File: src/hdl/spf_pkg.sv
// ----------------------------------------------------------------------------
// spf_pkg
// Shared types and constants of the subnet packet forwarder.
// ----------------------------------------------------------------------------
package spf_pkg;

    localparam int PORTS  = 16;
    localparam int GROUPS = 16;
    localparam int IDX_W  = $clog2(PORTS);

    localparam logic [31:0] ALL_ONES       = 32'hFFFF_FFFF;
    localparam logic [31:0] MC_NIBBLE_MASK = 32'hF000_0000;
    localparam logic [31:0] MC_NIBBLE      = 32'hE000_0000;

    localparam logic [2:0] CMD_ROUTE       = 3'd0;
    localparam logic [2:0] CMD_CONNECT     = 3'd1;
    localparam logic [2:0] CMD_DISCONNECT  = 3'd2;
    localparam logic [2:0] CMD_SUBSCRIBE   = 3'd3;
    localparam logic [2:0] CMD_UNSUBSCRIBE = 3'd4;

    localparam logic [2:0] ACT_DROP      = 3'd0;
    localparam logic [2:0] ACT_UNICAST   = 3'd1;
    localparam logic [2:0] ACT_BROADCAST = 3'd2;
    localparam logic [2:0] ACT_MULTICAST = 3'd3;
    localparam logic [2:0] ACT_PASS_UP   = 3'd4;
    localparam logic [2:0] ACT_UPSTREAM  = 3'd5;

    localparam logic [2:0] ST_OK          = 3'd0;
    localparam logic [2:0] ST_NO_DEVICE   = 3'd1;
    localparam logic [2:0] ST_NO_LISTENER = 3'd2;
    localparam logic [2:0] ST_NO_ADDRESS  = 3'd3;
    localparam logic [2:0] ST_DUPLICATE   = 3'd4;
    localparam logic [2:0] ST_FULL        = 3'd5;
    localparam logic [2:0] ST_ALREADY     = 3'd6;

    localparam logic [1:0] REG_SUBNET       = 2'd0;
    localparam logic [1:0] REG_SUBNET_MASK  = 2'd1;
    localparam logic [1:0] REG_HAS_UPSTREAM = 2'd2;
    localparam logic [1:0] REG_SAME_NET     = 2'd3;

    typedef struct packed {
        logic [31:0] addr;
        logic        in_map;
        logic        connected;
        logic        grp_valid;
        logic        use_group;
    } scan_entry_t;

    typedef struct packed {
        logic             map_v;
        logic [IDX_W-1:0] map_idx;
        logic             conn_v;
        logic [IDX_W-1:0] conn_idx;
        logic             grp_v;
        logic [IDX_W-1:0] grp_idx;
        logic             free_v;
        logic [IDX_W-1:0] free_idx;
    } scan_hits_t;

endpackage

File: src/hdl/spf_if.sv
// ----------------------------------------------------------------------------
// spf_if
// Request, result and configuration channels of the subnet packet forwarder.
// ----------------------------------------------------------------------------
interface spf_in_if;
    logic        valid;
    logic        ready;
    logic [2:0]  cmd;
    logic [31:0] address;
    logic [3:0]  port;
    logic        from_upstream;

    modport source (output valid, cmd, address, port, from_upstream, input ready);
    modport sink   (input valid, cmd, address, port, from_upstream, output ready);
endinterface

interface spf_out_if;
    logic        valid;
    logic        ready;
    logic [2:0]  action;
    logic [15:0] port_mask;
    logic        to_children;
    logic [2:0]  status;
    logic [31:0] unicast_count;
    logic [31:0] multicast_count;
    logic [31:0] upstream_count;

    modport source (output valid, action, port_mask, to_children, status,
                    unicast_count, multicast_count, upstream_count, input ready);
    modport sink   (input valid, action, port_mask, to_children, status,
                    unicast_count, multicast_count, upstream_count, output ready);
endinterface

interface spf_cfg_if;
    logic        valid;
    logic        ready;
    logic [1:0]  index;
    logic [31:0] data;

    modport source (output valid, index, data, input ready);
    modport sink   (input valid, index, data, output ready);
endinterface

File: src/hdl/subnet_packet_forwarder.sv
// ----------------------------------------------------------------------------
// subnet_packet_forwarder
// Forwarding decision and port/group table commands of one subnet switch.
// ----------------------------------------------------------------------------
// Each request scans every table entry (16) in turn through a single shared
// address comparator, then applies the decision and table updates, and then
// loads the output register once it is free. Requests are taken one at a
// time; a new request is accepted once the previous result sits in the
// output register. The three packet counters wrap and are reported with
// every result.
module subnet_packet_forwarder (
    input  logic    clk,
    input  logic    rst_n,
    spf_in_if.sink  in_ch,
    spf_out_if.source out_ch,
    spf_cfg_if.sink cfg
);

    localparam int IW = spf_pkg::IDX_W;

    typedef enum logic [3:0] {
        S_IDLE = 4'b0001,
        S_SCAN = 4'b0010,
        S_EXEC = 4'b0100,
        S_OUT  = 4'b1000
    } state_t;

    state_t state_reg, state_next;

    logic [31:0] subnet_reg, mask_reg;
    logic        has_up_reg, same_net_reg;

    logic [2:0]    cmd_reg;
    logic [31:0]   addr_reg;
    logic [3:0]    port_reg;
    logic          from_up_reg;
    logic [IW-1:0] idx_reg;

    logic [spf_pkg::PORTS-1:0]  port_connected_reg, port_in_map_reg;
    logic [31:0]                port_address_reg [spf_pkg::PORTS];
    logic [spf_pkg::GROUPS-1:0] group_valid_reg;
    logic [31:0]                group_address_reg [spf_pkg::GROUPS];
    logic [spf_pkg::PORTS-1:0]  group_members_reg [spf_pkg::GROUPS];
    logic [spf_pkg::PORTS-1:0]  members_cap_reg;

    logic [31:0] local_cnt_reg, mc_cnt_reg, up_cnt_reg;
    logic [31:0] local_cnt_next, mc_cnt_next, up_cnt_next;

    logic [2:0]                res_action_reg, res_action_next;
    logic [spf_pkg::PORTS-1:0] res_mask_reg, res_mask_next;
    logic                      res_children_reg, res_children_next;
    logic [2:0]                res_status_reg, res_status_next;

    logic                      out_valid_reg;
    logic [2:0]                out_action_reg;
    logic [spf_pkg::PORTS-1:0] out_mask_reg;
    logic                      out_children_reg;
    logic [2:0]                out_status_reg;
    logic [31:0]               out_local_reg, out_mc_reg, out_up_reg;

    logic                  in_acc;
    logic                  is_local, is_mc, pass_up;
    logic [spf_pkg::PORTS-1:0] port_bit;
    spf_pkg::scan_entry_t  entry;
    spf_pkg::scan_hits_t   hits;
    logic                  grp_first;

    assign in_acc      = in_ch.valid && in_ch.ready;
    assign in_ch.ready = (state_reg == S_IDLE);
    assign cfg.ready   = 1'b1;

    assign pass_up  = !from_up_reg && same_net_reg && has_up_reg;
    assign is_local = ((addr_reg & mask_reg) == subnet_reg) || (addr_reg == spf_pkg::ALL_ONES);
    assign is_mc    = ((addr_reg & spf_pkg::MC_NIBBLE_MASK) == spf_pkg::MC_NIBBLE);
    assign port_bit = spf_pkg::PORTS'(1) << port_reg;

    always_comb
    begin
        entry.use_group = (cmd_reg == spf_pkg::CMD_SUBSCRIBE)
                       || (cmd_reg == spf_pkg::CMD_UNSUBSCRIBE)
                       || ((cmd_reg == spf_pkg::CMD_ROUTE) && !is_local);
        entry.addr      = entry.use_group ? group_address_reg[idx_reg]
                                          : port_address_reg[idx_reg];
        entry.in_map    = port_in_map_reg[idx_reg];
        entry.connected = port_connected_reg[idx_reg];
        entry.grp_valid = group_valid_reg[idx_reg];
    end

    spf_scan u_scan (
        .clk       (clk),
        .rst_n     (rst_n),
        .start     (in_acc),
        .step      (state_reg == S_SCAN),
        .idx       (idx_reg),
        .key       (addr_reg),
        .entry     (entry),
        .hits      (hits),
        .grp_first (grp_first)
    );

    // decide
    always_comb
    begin
        res_action_next   = spf_pkg::ACT_DROP;
        res_mask_next     = '0;
        res_children_next = 1'b0;
        res_status_next   = spf_pkg::ST_OK;
        local_cnt_next    = local_cnt_reg;
        mc_cnt_next       = mc_cnt_reg;
        up_cnt_next       = up_cnt_reg;
        unique case (cmd_reg)
            spf_pkg::CMD_ROUTE:
            begin
                if (pass_up)
                begin
                    res_action_next = spf_pkg::ACT_PASS_UP;
                end
                else if (is_local)
                begin
                    local_cnt_next    = local_cnt_reg + 32'd1;
                    res_children_next = 1'b1;
                    if ((addr_reg == spf_pkg::ALL_ONES) || (addr_reg == (subnet_reg | ~mask_reg)))
                    begin
                        res_action_next = spf_pkg::ACT_BROADCAST;
                        res_mask_next   = port_connected_reg;
                    end
                    else
                    begin
                        res_action_next = spf_pkg::ACT_UNICAST;
                        if (hits.map_v)
                            res_mask_next = spf_pkg::PORTS'(1) << hits.map_idx;
                        else if (hits.conn_v)
                            res_mask_next = spf_pkg::PORTS'(1) << hits.conn_idx;
                        else
                            res_status_next = spf_pkg::ST_NO_DEVICE;
                    end
                end
                else if (is_mc)
                begin
                    res_children_next = 1'b1;
                    res_action_next   = spf_pkg::ACT_MULTICAST;
                    mc_cnt_next       = mc_cnt_reg + 32'd1;
                    if (hits.grp_v)
                        res_mask_next = members_cap_reg;
                    else
                        res_status_next = spf_pkg::ST_NO_LISTENER;
                end
                else if (has_up_reg && !from_up_reg)
                begin
                    res_action_next = spf_pkg::ACT_UPSTREAM;
                    up_cnt_next     = up_cnt_reg + 32'd1;
                end
            end
            spf_pkg::CMD_CONNECT:
            begin
                if (port_connected_reg[port_reg])
                    res_status_next = spf_pkg::ST_ALREADY;
                else if (addr_reg == '0)
                    res_status_next = spf_pkg::ST_NO_ADDRESS;
                else if (hits.map_v)
                    res_status_next = spf_pkg::ST_DUPLICATE;
            end
            spf_pkg::CMD_SUBSCRIBE:
            begin
                if (!hits.grp_v && !hits.free_v)
                    res_status_next = spf_pkg::ST_FULL;
            end
            default:
            begin
            end
        endcase
    end

    always_comb
    begin
        state_next = state_reg;
        unique case (state_reg)
            S_IDLE: if (in_acc) state_next = S_SCAN;
            S_SCAN: if (idx_reg == IW'(spf_pkg::PORTS - 1)) state_next = S_EXEC;
            S_EXEC: state_next = S_OUT;
            S_OUT:  if (!out_valid_reg || out_ch.ready) state_next = S_IDLE;
            default: state_next = S_IDLE;
        endcase
    end

    always_ff @(posedge clk or negedge rst_n)
    begin
        if (!rst_n)
        begin
            state_reg          <= S_IDLE;
            subnet_reg         <= '0;
            mask_reg           <= '0;
            has_up_reg         <= 1'b0;
            same_net_reg       <= 1'b0;
            idx_reg            <= '0;
            port_connected_reg <= '0;
            port_in_map_reg    <= '0;
            group_valid_reg    <= '0;
            local_cnt_reg      <= '0;
            mc_cnt_reg         <= '0;
            up_cnt_reg         <= '0;
            out_valid_reg      <= 1'b0;
        end
        else
        begin
            state_reg <= state_next;
            if (cfg.valid)
            begin
                unique case (cfg.index)
                    spf_pkg::REG_SUBNET:       subnet_reg   <= cfg.data;
                    spf_pkg::REG_SUBNET_MASK:  mask_reg     <= cfg.data;
                    spf_pkg::REG_HAS_UPSTREAM: has_up_reg   <= cfg.data[0];
                    spf_pkg::REG_SAME_NET:     same_net_reg <= cfg.data[0];
                    default: ;
                endcase
            end
            if (in_acc)
                idx_reg <= '0;
            else if (state_reg == S_SCAN)
                idx_reg <= idx_reg + IW'(1);
            if (state_reg == S_EXEC)
            begin
                local_cnt_reg <= local_cnt_next;
                mc_cnt_reg    <= mc_cnt_next;
                up_cnt_reg    <= up_cnt_next;
                if (cmd_reg == spf_pkg::CMD_CONNECT && !port_connected_reg[port_reg])
                begin
                    port_connected_reg[port_reg] <= 1'b1;
                    port_in_map_reg[port_reg]    <= (addr_reg != '0) && !hits.map_v;
                end
                if (cmd_reg == spf_pkg::CMD_DISCONNECT)
                begin
                    port_connected_reg[port_reg] <= 1'b0;
                    port_in_map_reg[port_reg]    <= 1'b0;
                end
                if (cmd_reg == spf_pkg::CMD_SUBSCRIBE && !hits.grp_v && hits.free_v)
                    group_valid_reg[hits.free_idx] <= 1'b1;
            end
            if (state_reg == S_OUT && (!out_valid_reg || out_ch.ready))
                out_valid_reg <= 1'b1;
            else if (out_ch.ready)
                out_valid_reg <= 1'b0;
        end
    end

    always_ff @(posedge clk)
    begin
        if (in_acc)
        begin
            cmd_reg     <= in_ch.cmd;
            addr_reg    <= in_ch.address;
            port_reg    <= in_ch.port;
            from_up_reg <= in_ch.from_upstream;
        end
        if (grp_first)
            members_cap_reg <= group_members_reg[idx_reg];
        // drop the leaving port from each group as the scan passes it
        if (state_reg == S_SCAN && cmd_reg == spf_pkg::CMD_DISCONNECT)
            group_members_reg[idx_reg] <= group_members_reg[idx_reg] & ~port_bit;
        if (state_reg == S_EXEC)
        begin
            res_action_reg   <= res_action_next;
            res_mask_reg     <= res_mask_next;
            res_children_reg <= res_children_next;
            res_status_reg   <= res_status_next;
            if (cmd_reg == spf_pkg::CMD_CONNECT && !port_connected_reg[port_reg])
                port_address_reg[port_reg] <= addr_reg;
            if (cmd_reg == spf_pkg::CMD_SUBSCRIBE)
            begin
                if (hits.grp_v)
                    group_members_reg[hits.grp_idx] <= members_cap_reg | port_bit;
                else if (hits.free_v)
                begin
                    group_address_reg[hits.free_idx] <= addr_reg;
                    group_members_reg[hits.free_idx] <= port_bit;
                end
            end
            if (cmd_reg == spf_pkg::CMD_UNSUBSCRIBE && hits.grp_v)
                group_members_reg[hits.grp_idx] <= members_cap_reg & ~port_bit;
        end
        if (state_reg == S_OUT && (!out_valid_reg || out_ch.ready))
        begin
            out_action_reg   <= res_action_reg;
            out_mask_reg     <= res_mask_reg;
            out_children_reg <= res_children_reg;
            out_status_reg   <= res_status_reg;
            out_local_reg    <= local_cnt_reg;
            out_mc_reg       <= mc_cnt_reg;
            out_up_reg       <= up_cnt_reg;
        end
    end

    assign out_ch.valid           = out_valid_reg;
    assign out_ch.action          = out_action_reg;
    assign out_ch.port_mask       = out_mask_reg;
    assign out_ch.to_children     = out_children_reg;
    assign out_ch.status          = out_status_reg;
    assign out_ch.unicast_count   = out_local_reg;
    assign out_ch.multicast_count = out_mc_reg;
    assign out_ch.upstream_count  = out_up_reg;

`ifndef SYNTHESIS
    a_map_needs_connect: assert property (@(posedge clk) disable iff (!rst_n)
        (port_in_map_reg & ~port_connected_reg) == '0)
        else $error("mapped port not connected");

    a_groups_kept: assert property (@(posedge clk) disable iff (!rst_n)
        (group_valid_reg & $past(group_valid_reg)) == $past(group_valid_reg))
        else $error("group entry freed");

    a_scan_ends: assert property (@(posedge clk) disable iff (!rst_n)
        (state_reg == S_SCAN) && (idx_reg == IW'(spf_pkg::PORTS - 1)) |=> (state_reg == S_EXEC))
        else $error("scan did not end at last entry");

    a_accept_scans: assert property (@(posedge clk) disable iff (!rst_n)
        in_acc |=> (state_reg == S_SCAN) && (idx_reg == '0))
        else $error("request did not start a scan");
`endif

endmodule

File: src/hdl/spf_scan.sv
// ----------------------------------------------------------------------------
// spf_scan
// Shared address comparator with first-hit trackers for table scans.
// ----------------------------------------------------------------------------
module spf_scan (
    input  logic                            clk,
    input  logic                            rst_n,
    input  logic                            start,
    input  logic                            step,
    input  logic [spf_pkg::IDX_W-1:0]       idx,
    input  logic [31:0]                     key,
    input  spf_pkg::scan_entry_t            entry,
    output spf_pkg::scan_hits_t             hits,
    output logic                            grp_first
);

    spf_pkg::scan_hits_t hits_reg;
    spf_pkg::scan_hits_t hits_next;
    logic                eq;

    assign eq = (key == entry.addr);
    assign grp_first = step && entry.use_group && !hits_reg.grp_v && entry.grp_valid && eq;

    always_comb
    begin
        hits_next = hits_reg;
        if (start)
        begin
            hits_next.map_v  = 1'b0;
            hits_next.conn_v = 1'b0;
            hits_next.grp_v  = 1'b0;
            hits_next.free_v = 1'b0;
        end
        else if (step)
        begin
            if (!entry.use_group)
            begin
                if (!hits_reg.map_v && entry.in_map && eq)
                begin
                    hits_next.map_v   = 1'b1;
                    hits_next.map_idx = idx;
                end
                if (!hits_reg.conn_v && entry.connected && eq)
                begin
                    hits_next.conn_v   = 1'b1;
                    hits_next.conn_idx = idx;
                end
            end
            else
            begin
                if (grp_first)
                begin
                    hits_next.grp_v   = 1'b1;
                    hits_next.grp_idx = idx;
                end
                if (!hits_reg.free_v && !entry.grp_valid)
                begin
                    hits_next.free_v   = 1'b1;
                    hits_next.free_idx = idx;
                end
            end
        end
    end

    always_ff @(posedge clk or negedge rst_n)
    begin
        if (!rst_n)
        begin
            hits_reg <= '0;
        end
        else
        begin
            hits_reg <= hits_next;
        end
    end

    assign hits = hits_reg;

endmodule
File: src/flat_wrapper.sv
// flat-port wrapper written by rule: the top's interface ports become plain ports
module subnet_packet_forwarder_flat 
  (clk, rst_n, in_ch_valid, in_ch_cmd, in_ch_address, in_ch_port, in_ch_from_upstream, in_ch_ready, out_ch_valid, out_ch_action, out_ch_port_mask, out_ch_to_children, out_ch_status, out_ch_unicast_count, out_ch_multicast_count, out_ch_upstream_count, out_ch_ready, cfg_valid, cfg_index, cfg_data, cfg_ready);
  spf_in_if in_ch_i ();
  spf_out_if out_ch_i ();
  spf_cfg_if cfg_i ();
  input  logic clk;
  input  logic rst_n;
  input wire logic [$bits(in_ch_i.valid)-1:0] in_ch_valid;
  input wire logic [$bits(in_ch_i.cmd)-1:0] in_ch_cmd;
  input wire logic [$bits(in_ch_i.address)-1:0] in_ch_address;
  input wire logic [$bits(in_ch_i.port)-1:0] in_ch_port;
  input wire logic [$bits(in_ch_i.from_upstream)-1:0] in_ch_from_upstream;
  output wire logic [$bits(in_ch_i.ready)-1:0] in_ch_ready;
  output wire logic [$bits(out_ch_i.valid)-1:0] out_ch_valid;
  output wire logic [$bits(out_ch_i.action)-1:0] out_ch_action;
  output wire logic [$bits(out_ch_i.port_mask)-1:0] out_ch_port_mask;
  output wire logic [$bits(out_ch_i.to_children)-1:0] out_ch_to_children;
  output wire logic [$bits(out_ch_i.status)-1:0] out_ch_status;
  output wire logic [$bits(out_ch_i.unicast_count)-1:0] out_ch_unicast_count;
  output wire logic [$bits(out_ch_i.multicast_count)-1:0] out_ch_multicast_count;
  output wire logic [$bits(out_ch_i.upstream_count)-1:0] out_ch_upstream_count;
  input wire logic [$bits(out_ch_i.ready)-1:0] out_ch_ready;
  input wire logic [$bits(cfg_i.valid)-1:0] cfg_valid;
  input wire logic [$bits(cfg_i.index)-1:0] cfg_index;
  input wire logic [$bits(cfg_i.data)-1:0] cfg_data;
  output wire logic [$bits(cfg_i.ready)-1:0] cfg_ready;
  assign in_ch_i.valid = in_ch_valid;
  assign in_ch_i.cmd = in_ch_cmd;
  assign in_ch_i.address = in_ch_address;
  assign in_ch_i.port = in_ch_port;
  assign in_ch_i.from_upstream = in_ch_from_upstream;
  assign in_ch_ready = in_ch_i.ready;
  assign out_ch_valid = out_ch_i.valid;
  assign out_ch_action = out_ch_i.action;
  assign out_ch_port_mask = out_ch_i.port_mask;
  assign out_ch_to_children = out_ch_i.to_children;
  assign out_ch_status = out_ch_i.status;
  assign out_ch_unicast_count = out_ch_i.unicast_count;
  assign out_ch_multicast_count = out_ch_i.multicast_count;
  assign out_ch_upstream_count = out_ch_i.upstream_count;
  assign out_ch_i.ready = out_ch_ready;
  assign cfg_i.valid = cfg_valid;
  assign cfg_i.index = cfg_index;
  assign cfg_i.data = cfg_data;
  assign cfg_ready = cfg_i.ready;
  subnet_packet_forwarder u_core (.clk(clk), .rst_n(rst_n), .in_ch(in_ch_i), .out_ch(out_ch_i), .cfg(cfg_i));
endmodule
File: config.mk
export PLATFORM = sky130hd
export DESIGN_NAME = subnet_packet_forwarder_flat
export DESIGN_NICKNAME = d
export VERILOG_FILES = /design/src/hdl/spf_pkg.sv /design/src/hdl/spf_if.sv /design/src/hdl/subnet_packet_forwarder.sv /design/src/hdl/spf_scan.sv /design/src/flat_wrapper.sv
export SDC_FILE = /design/constraint.sdc
export NUM_CORES = 2
export LEC_CHECK = 0
export BUFFER_PORTS_ARGS = -buffer_cell sky130_fd_sc_hd__buf_2
export CORE_ASPECT_RATIO = 0.9
export CORE_MARGIN = 2
export CORE_UTILIZATION = 58
export CTS_BUF_LIST = sky130_fd_sc_hd__clkbuf_4
export DETAILED_ROUTE_END_ITERATION = 7
export PLACE_DENSITY = 0.78
export SLEW_MARGIN = 5
export SYNTH_ARGS = -nofsm -noshare
export SYNTH_HDL_FRONTEND = slang
export SYNTH_SLANG_ARGS = --single-unit
File: constraint.sdc
create_clock -name clk -period 5.74 [get_ports clk]
set_input_delay 0.861 -clock clk [delete_from_list [all_inputs] [get_ports clk]]
set_output_delay 0.861 -clock clk [all_outputs]
set_load 0.005 [all_outputs]
Word-level counts from Yosys, hierarchy flattened

Memory sizes are Yosys's and may differ from the RTL's.
Cells that the tools add are included.
W data, S select, Z words.

Output and inout port bits: 122
Memory bits (writable): 1280
Flip-flop bits (word level): 437
Latch bits: 0
Bits in read-only memories: 0
Memories: 3
Word-level logic and storage cells: 250

Memories:

| memory                   | words | bits a word | read ports | clocked after memory_dff | write ports | RTL line                      | source |
|---|---|---|---|---|---|---|---|
| u_core.group_address_reg | 16    | 32          | 1          | 0                        | 1           | subnet_packet_forwarder.sv:42 | `logic [31:0] group_address_reg [spf_pkg::GROUPS];` |
| u_core.port_address_reg  | 16    | 32          | 1          | 0                        | 1           | subnet_packet_forwarder.sv:40 | `logic [31:0] port_address_reg [spf_pkg::PORTS];` |
| u_core.group_members_reg | 16    | 16          | 1          | 0                        | 1           | subnet_packet_forwarder.sv:43 | `logic [spf_pkg::PORTS-1:0] group_members_reg [spf_pkg::GROUPS];` |

Multipliers: 0
Muxes and demuxes: 88
Equal/unequal tests: 21
Reductions and logical operators: 69
Bitwise logic cells: 19
$lt $le $gt $ge: 5
Add/subtract/negate cells: 4
Shifts and indexed selects: 3
Div/mod/pow operators: 0

Operators with widths:

| cell                    | number |
|---|---|
| $mux W16                | 15 |
| $add A32 B1 Y32 const B | 3 |
| $eq A32 B32 Y1          | 3 |
| $and A16 B16 Y16        | 4 |
| $or A16 B16 Y16         | 3 |
| $shl A1 B4 Y16 const A  | 3 |
| $mux W3                 | 13 |
| $mux W1                 | 34 |
| $and A32 B32 Y32        | 1 |
| $eq A32 B32 Y1 const B  | 1 |
| $logic_not A32 Y1       | 1 |
| $mux W32                | 1 |
| $not A16 Y16            | 2 |
| $not A32 Y32            | 1 |
| $or A32 B32 Y32         | 1 |
| $reduce_bool A32 Y1     | 1 |
| $reduce_or A16 Y1       | 2 |
| $mux W4                 | 7 |
| $logic_and A1 B1 Y1     | 24 |
| $mux W10                | 2 |
| $mux W20                | 1 |
| $mux W5                 | 4 |
| $reduce_and A4 Y1       | 5 |
| $bmux W1 S4             | 4 |
| other kinds (31)        | 73 |

Longest topological paths before layout

Depth in word-level cells: 14
Gate-level depth with buffers: 16

Modules after synthesis

Synthesis repeated with hierarchy kept, for this count alone.

Cells, all modules: 3326
Area, all modules: 67553.5 um^2

Modules (own cells, without submodules):

| module                  | instances | sequential area each (um^2) | area an instance (um^2) | cells an instance |
|---|---|---|---|---|
| subnet_packet_forwarder | 1         | 49864.1                     | 66391.2                 | 3225 |
| spf_scan                | 1         | 500.5                       | 1162.4                  | 101 |

Worst setup path after synthesis

No wires, ideal clock.

Path type: input to register
Start point: input port out_ch_ready
End point: register u_core.out_action_reg[0] (netlist: u_core.out_ch.action[0]) (enable)
Path slack: -0.724 ns
Library setup time: 0.598 ns
Arrival time: 5.866 ns
Path buffers: 0
Required time: 5.142 ns
Cell stages on the path: 2
Path through: nor2b_1 -> nor2_1

Longest elaborated chain between the ends: 2

RTL lines:

| element                | RTL line                       | source |
|---|---|---|
| start: declaration     | flat_wrapper.sv:23             | `input wire logic [$bits(out_ch_i.ready)-1:0] out_ch_ready;` |
| $logic_or A1 B1 Y1     | subnet_packet_forwarder.sv:281 | `if (state_reg == S_OUT && (!out_valid_reg \|\| out_ch.ready))` |
| $logic_and A1 B1 Y1    | subnet_packet_forwarder.sv:281 |  |
| end signal: assignment | subnet_packet_forwarder.sv:283 | `out_action_reg <= res_action_reg;` |
| end: declaration       | subnet_packet_forwarder.sv:55  | `logic [2:0] out_action_reg;` |

Every way passes these cells.
A chain may end at the register's enable or synchronous reset.

Worst setup path in the final report

Start point: register u_core.addr_reg[16]
End point: register u_core.u_scan.hits_reg, in the netlist u_core.u_scan.hits[7]

Longest elaborated chain between the ends: 11
Elaborated cells between the ends (all ways): 14

RTL lines:

| element                                                                   | RTL line                       | source |
|---|---|---|
| start: declaration                                                        | subnet_packet_forwarder.sv:34  | `logic [31:0] addr_reg;` |
| start signal: assignment                                                  | subnet_packet_forwarder.sv:251 | `addr_reg <= in_ch.address;` |
| parallel branches: the longest is 10 deep, another holds $and A32 B32 Y32 | n/a                            |  |
| $reduce_and A4 Y1 (no source line) *                                      | n/a                            |  |
| end signal: assignment                                                    | spf_scan.sv:73                 | `hits_reg <= hits_next;` |
| end: declaration                                                          | spf_scan.sv:17                 | `spf_pkg::scan_hits_t hits_reg;` |

Every way passes the cells marked *.

==> run_results.csv <==
group,metric,value,unit
pwr,p_leak,26.65,nW
floorplanning,die_y,327.2,um
timing,setup-tns-final,0,ns
status,violations,"DRC",
timing,report.final.slew_viol_count,0,
floorplanning,initial_core_util,58.51,%
placement,dp_hpwl,101100,um
floorplanning,core_area,115000,sq um
global_route,grt_overflow_total,0,
yosys,async_reset_ff_share,13.92,%
clocking,clockRootBuffer,"clkbuf_4",
placement,gp_congestion,0.9143,
detailed_routing,dr.pass1.iters,8,
floorplanning,die_area,118800,sq um
timing,setup_viol,0,
global_route,grt_max_degree,120,
worst_setup_path,r2r_slack,0.85,ns
timing,rsz0062_at_grt,"no",
detailed_routing,num_vias,37870,
yosys,postSynthAreaPerCell,19.46,sq um
timing,finalWorstSetupSlack,0.8472,ns
global_route,antenna_found_initial,7,
placement,dpl.cell_count,5160,
worst_setup_path,crit_fanout,37,
detailed_routing,routedWlPerCell,27.89,um
yosys,netlist_area,67300,sq um
yosys,yosysMostFrequentCell,"edfxtp_1",
floorplanning,core.rowCount,118,
clocking,cts.clk_slew.worst_paths,0.08,ns
yosys,yosysTopAreaCellShare,65.95,%
timing,min_period,4.893,ns
timing,finalCritPeriodShare,85.24,%
yosys,yosysSeqAreaShare,74.84,%
clocking,cts_buffers,415,
clocking,cts_tree,"yes",
finish,area_delta_synth_final,14.54,%
yosys,syn_nets,3541,
detailed_routing,initialDrtViolationCount,5124,
timing,tightest_slew,1.148,ns
yosys,synth_edf_count,1478,
finish,drive_above_1_share,33.86,%
detailed_routing,drc,1,
clocking,cts_resized,0,
detailed_routing,via_per_inst,6.333,
worst_setup_path,startpoint_type,"flip-flop",
worst_hold_path,min_path_type,"input pin to async pin",
clocking,ctsHtreeMaxLevel,5,
worst_setup_path,cp-end-kind,"flip-flop",
pwr,ir_drop,0.0003201,V
clocking,insertion_delay,1.33,ns
floorplanning,die_w,363.1,um
pwr,powerDensity,386.4,nW/um^2
finish,num-nets-final,4238,
yosys,synth_ff_type,"edfxtp_1",
job,cap_violations,0,
clocking,cts_max_path_buffers,4,
finish,fin_cells,5980,
placement,post-place-ws,1.016,ns
worst_setup_path,worstPathArrival,6.04,ns
yosys,synth_common_cells,"edfxtp_1 (1478), mux4_2 (370), dfrtp_1 (238)",
timing,skew,0.1363,ns
yosys,yosys.area.top_type,"edfxtp_1",
timing,relSlewSlack,22.85,%
yosys,yosys_warnings,0,
yosys,synthTopCellsByArea,"edfxtp_1 (66%), mux4_2 (12%), dfrtp_1 (8.8%), xnor2_1 (1.4%), mux2_2 (1.3%)",
yosys,synth_cells,3458,
yosys,synth_cell_types,68,
clocking,clock_sinks,1717,
floorplanning,ios,201,
worst_setup_path,critical_path_required,6.89,ns
timing,fmax,204.4,MHz
global_route,grt_pass1_vias,38610,
worst_setup_path,crit_type,"flip-flop to flip-flop",
placement,portBuffers,199,
global_route,grt_first_pass_wirelength,245700,um
global_route,grt_usage,28.42,%
timing,hold_viol_final,0,
detailed_routing,routed_wl,166800,um
finish,fin_util,67.02,%
detailed_routing,antenna_left,0,
status,outcome,"finished, violations left",
yosys,synth-seq-cells,1717,
## placed cells by master (no fill, tap or decap), types with 62 or more instances in the layout
cell              n
edfxtp_1       1478
clkbuf_4        622
mux4_2          370
dfrtp_1         234
buf_2           198
nand2_1         173
buf_4           147
xnor2_1         107
nor2_1           99
clkinv_1         88
dlygate4sd3_1    78
mux2_2           75
o22ai_1          74
nand3_1          62
## layout make-up
| type | count | area, sq um |
|---|---|---|
| fillers | 7242 | 37930 |
| multi-input cells | 1572 | 16460 |
| diodes | 14 | 35.03 |
| clock buffers | 622 | 4669 |
| clock inverters | 106 | 529.3 |
| inverters | 16 | 60.06 |
| well taps | 1500 | 1877 |
| flip-flops and latches | 1717 | 50380 |
| repair buffers | 433 | 3070 |
## routing by layer
metal | up-vias | GRT usage, % | routed length (um) | share of wire, %
met5 | - | 0 | 27 | 0.016
met3 | 380 | 6.269 | 16450 | 9.9
li1 | 15740 | - | - | -
met4 | 4 | 11.74 | 6081 | 3.6
met2 | 2412 | 45.30 | 81800 | 49
met1 | 19340 | 38.63 | 62400 | 37
## worst max-delay path, stage by stage (launching register included)
cell and delay (ns):
edfxtp_1 0.34, buf_4 0.43, a21boi_0 0.20, nor4_1 0.45, nand4_1 0.24, nor4_4 0.46
o21ai_4 0.13, buf_4 0.33, mux2i_1 0.19, xnor2_1 0.18, or4_1 0.54, nor3_2 0.39
and4b_1 0.45, mux2_1 0.37
## cell families (layout without fill, tap and decap cells)
kind of cell               count (synthesis)  in the layout  share of synthesized area, %
DFF                                     1717           1717                         74.84
and+or+nand+nor                          647            647                         4.981
muxes                                    502            502                         14.51
AOI/OAI and AO/OA                        292            292                         2.845
buffers and inverters                    169           1177                         1.110
xor gates and xnor gates                 126            126                         1.640
adders and majority gates                  4              4                       0.07437
other                                      1             15                      0.005572
## where the power goes
group / total [mW] / switching [mW] / internal, mW / leakage (nW)
registers: 14.7 / 0.380 / 14.3 / 16.7
clock network: 9.80 / 4.69 / 5.11 / 3.10
logic: 5.26 / 3.01 / 2.24 / 6.80
total: 29.8 / 8.08 / 21.7 / 26.6
## worst paths after layout
check,cells past startpoint,from,to
worst max-delay path,13,u_core.addr_reg[16]$_DFFE_PP_,u_core.u_scan.hits[7]$_DFFE_PN0P_
worst min-delay path,2,rst_n,u_core.mc_cnt_reg[31]$_DFFE_PN0P_
worst max register to register,13,u_core.addr_reg[16]$_DFFE_PP_,u_core.u_scan.hits[7]$_DFFE_PN0P_
worst min register to register,0,u_core.res_mask_reg[5]$_SDFFCE_PP0P_,u_core.out_ch.port_mask[5]$_DFFE_PP_
max in group asynchronous,3,rst_n,u_core.up_cnt_reg[29]$_DFFE_PN0P_
min in group clk,2,in_ch_port[1],u_core.port_reg[1]$_DFFE_PP_
## metrics by stage
stage	power [mW]	cell area (sq um)	hold WS, ns
3_5_place_dp	20.14	71070	0.4045
2_1_floorplan	18.36	67300	0.4003
6_report	29.78	77090	0.1640
3_3_place_gp	20.01	71060	0.4041
5_1_grt	30.87	77080	0.1396
4_1_cts	29.88	77050	0.1430
## what timing repair did
action                                 CTS  global route
endpoints found under the hold margin  195             0
setup buffers                            0             0
hold buffers                            78             0
No activity file was read; power rests on OpenSTA's default activity.
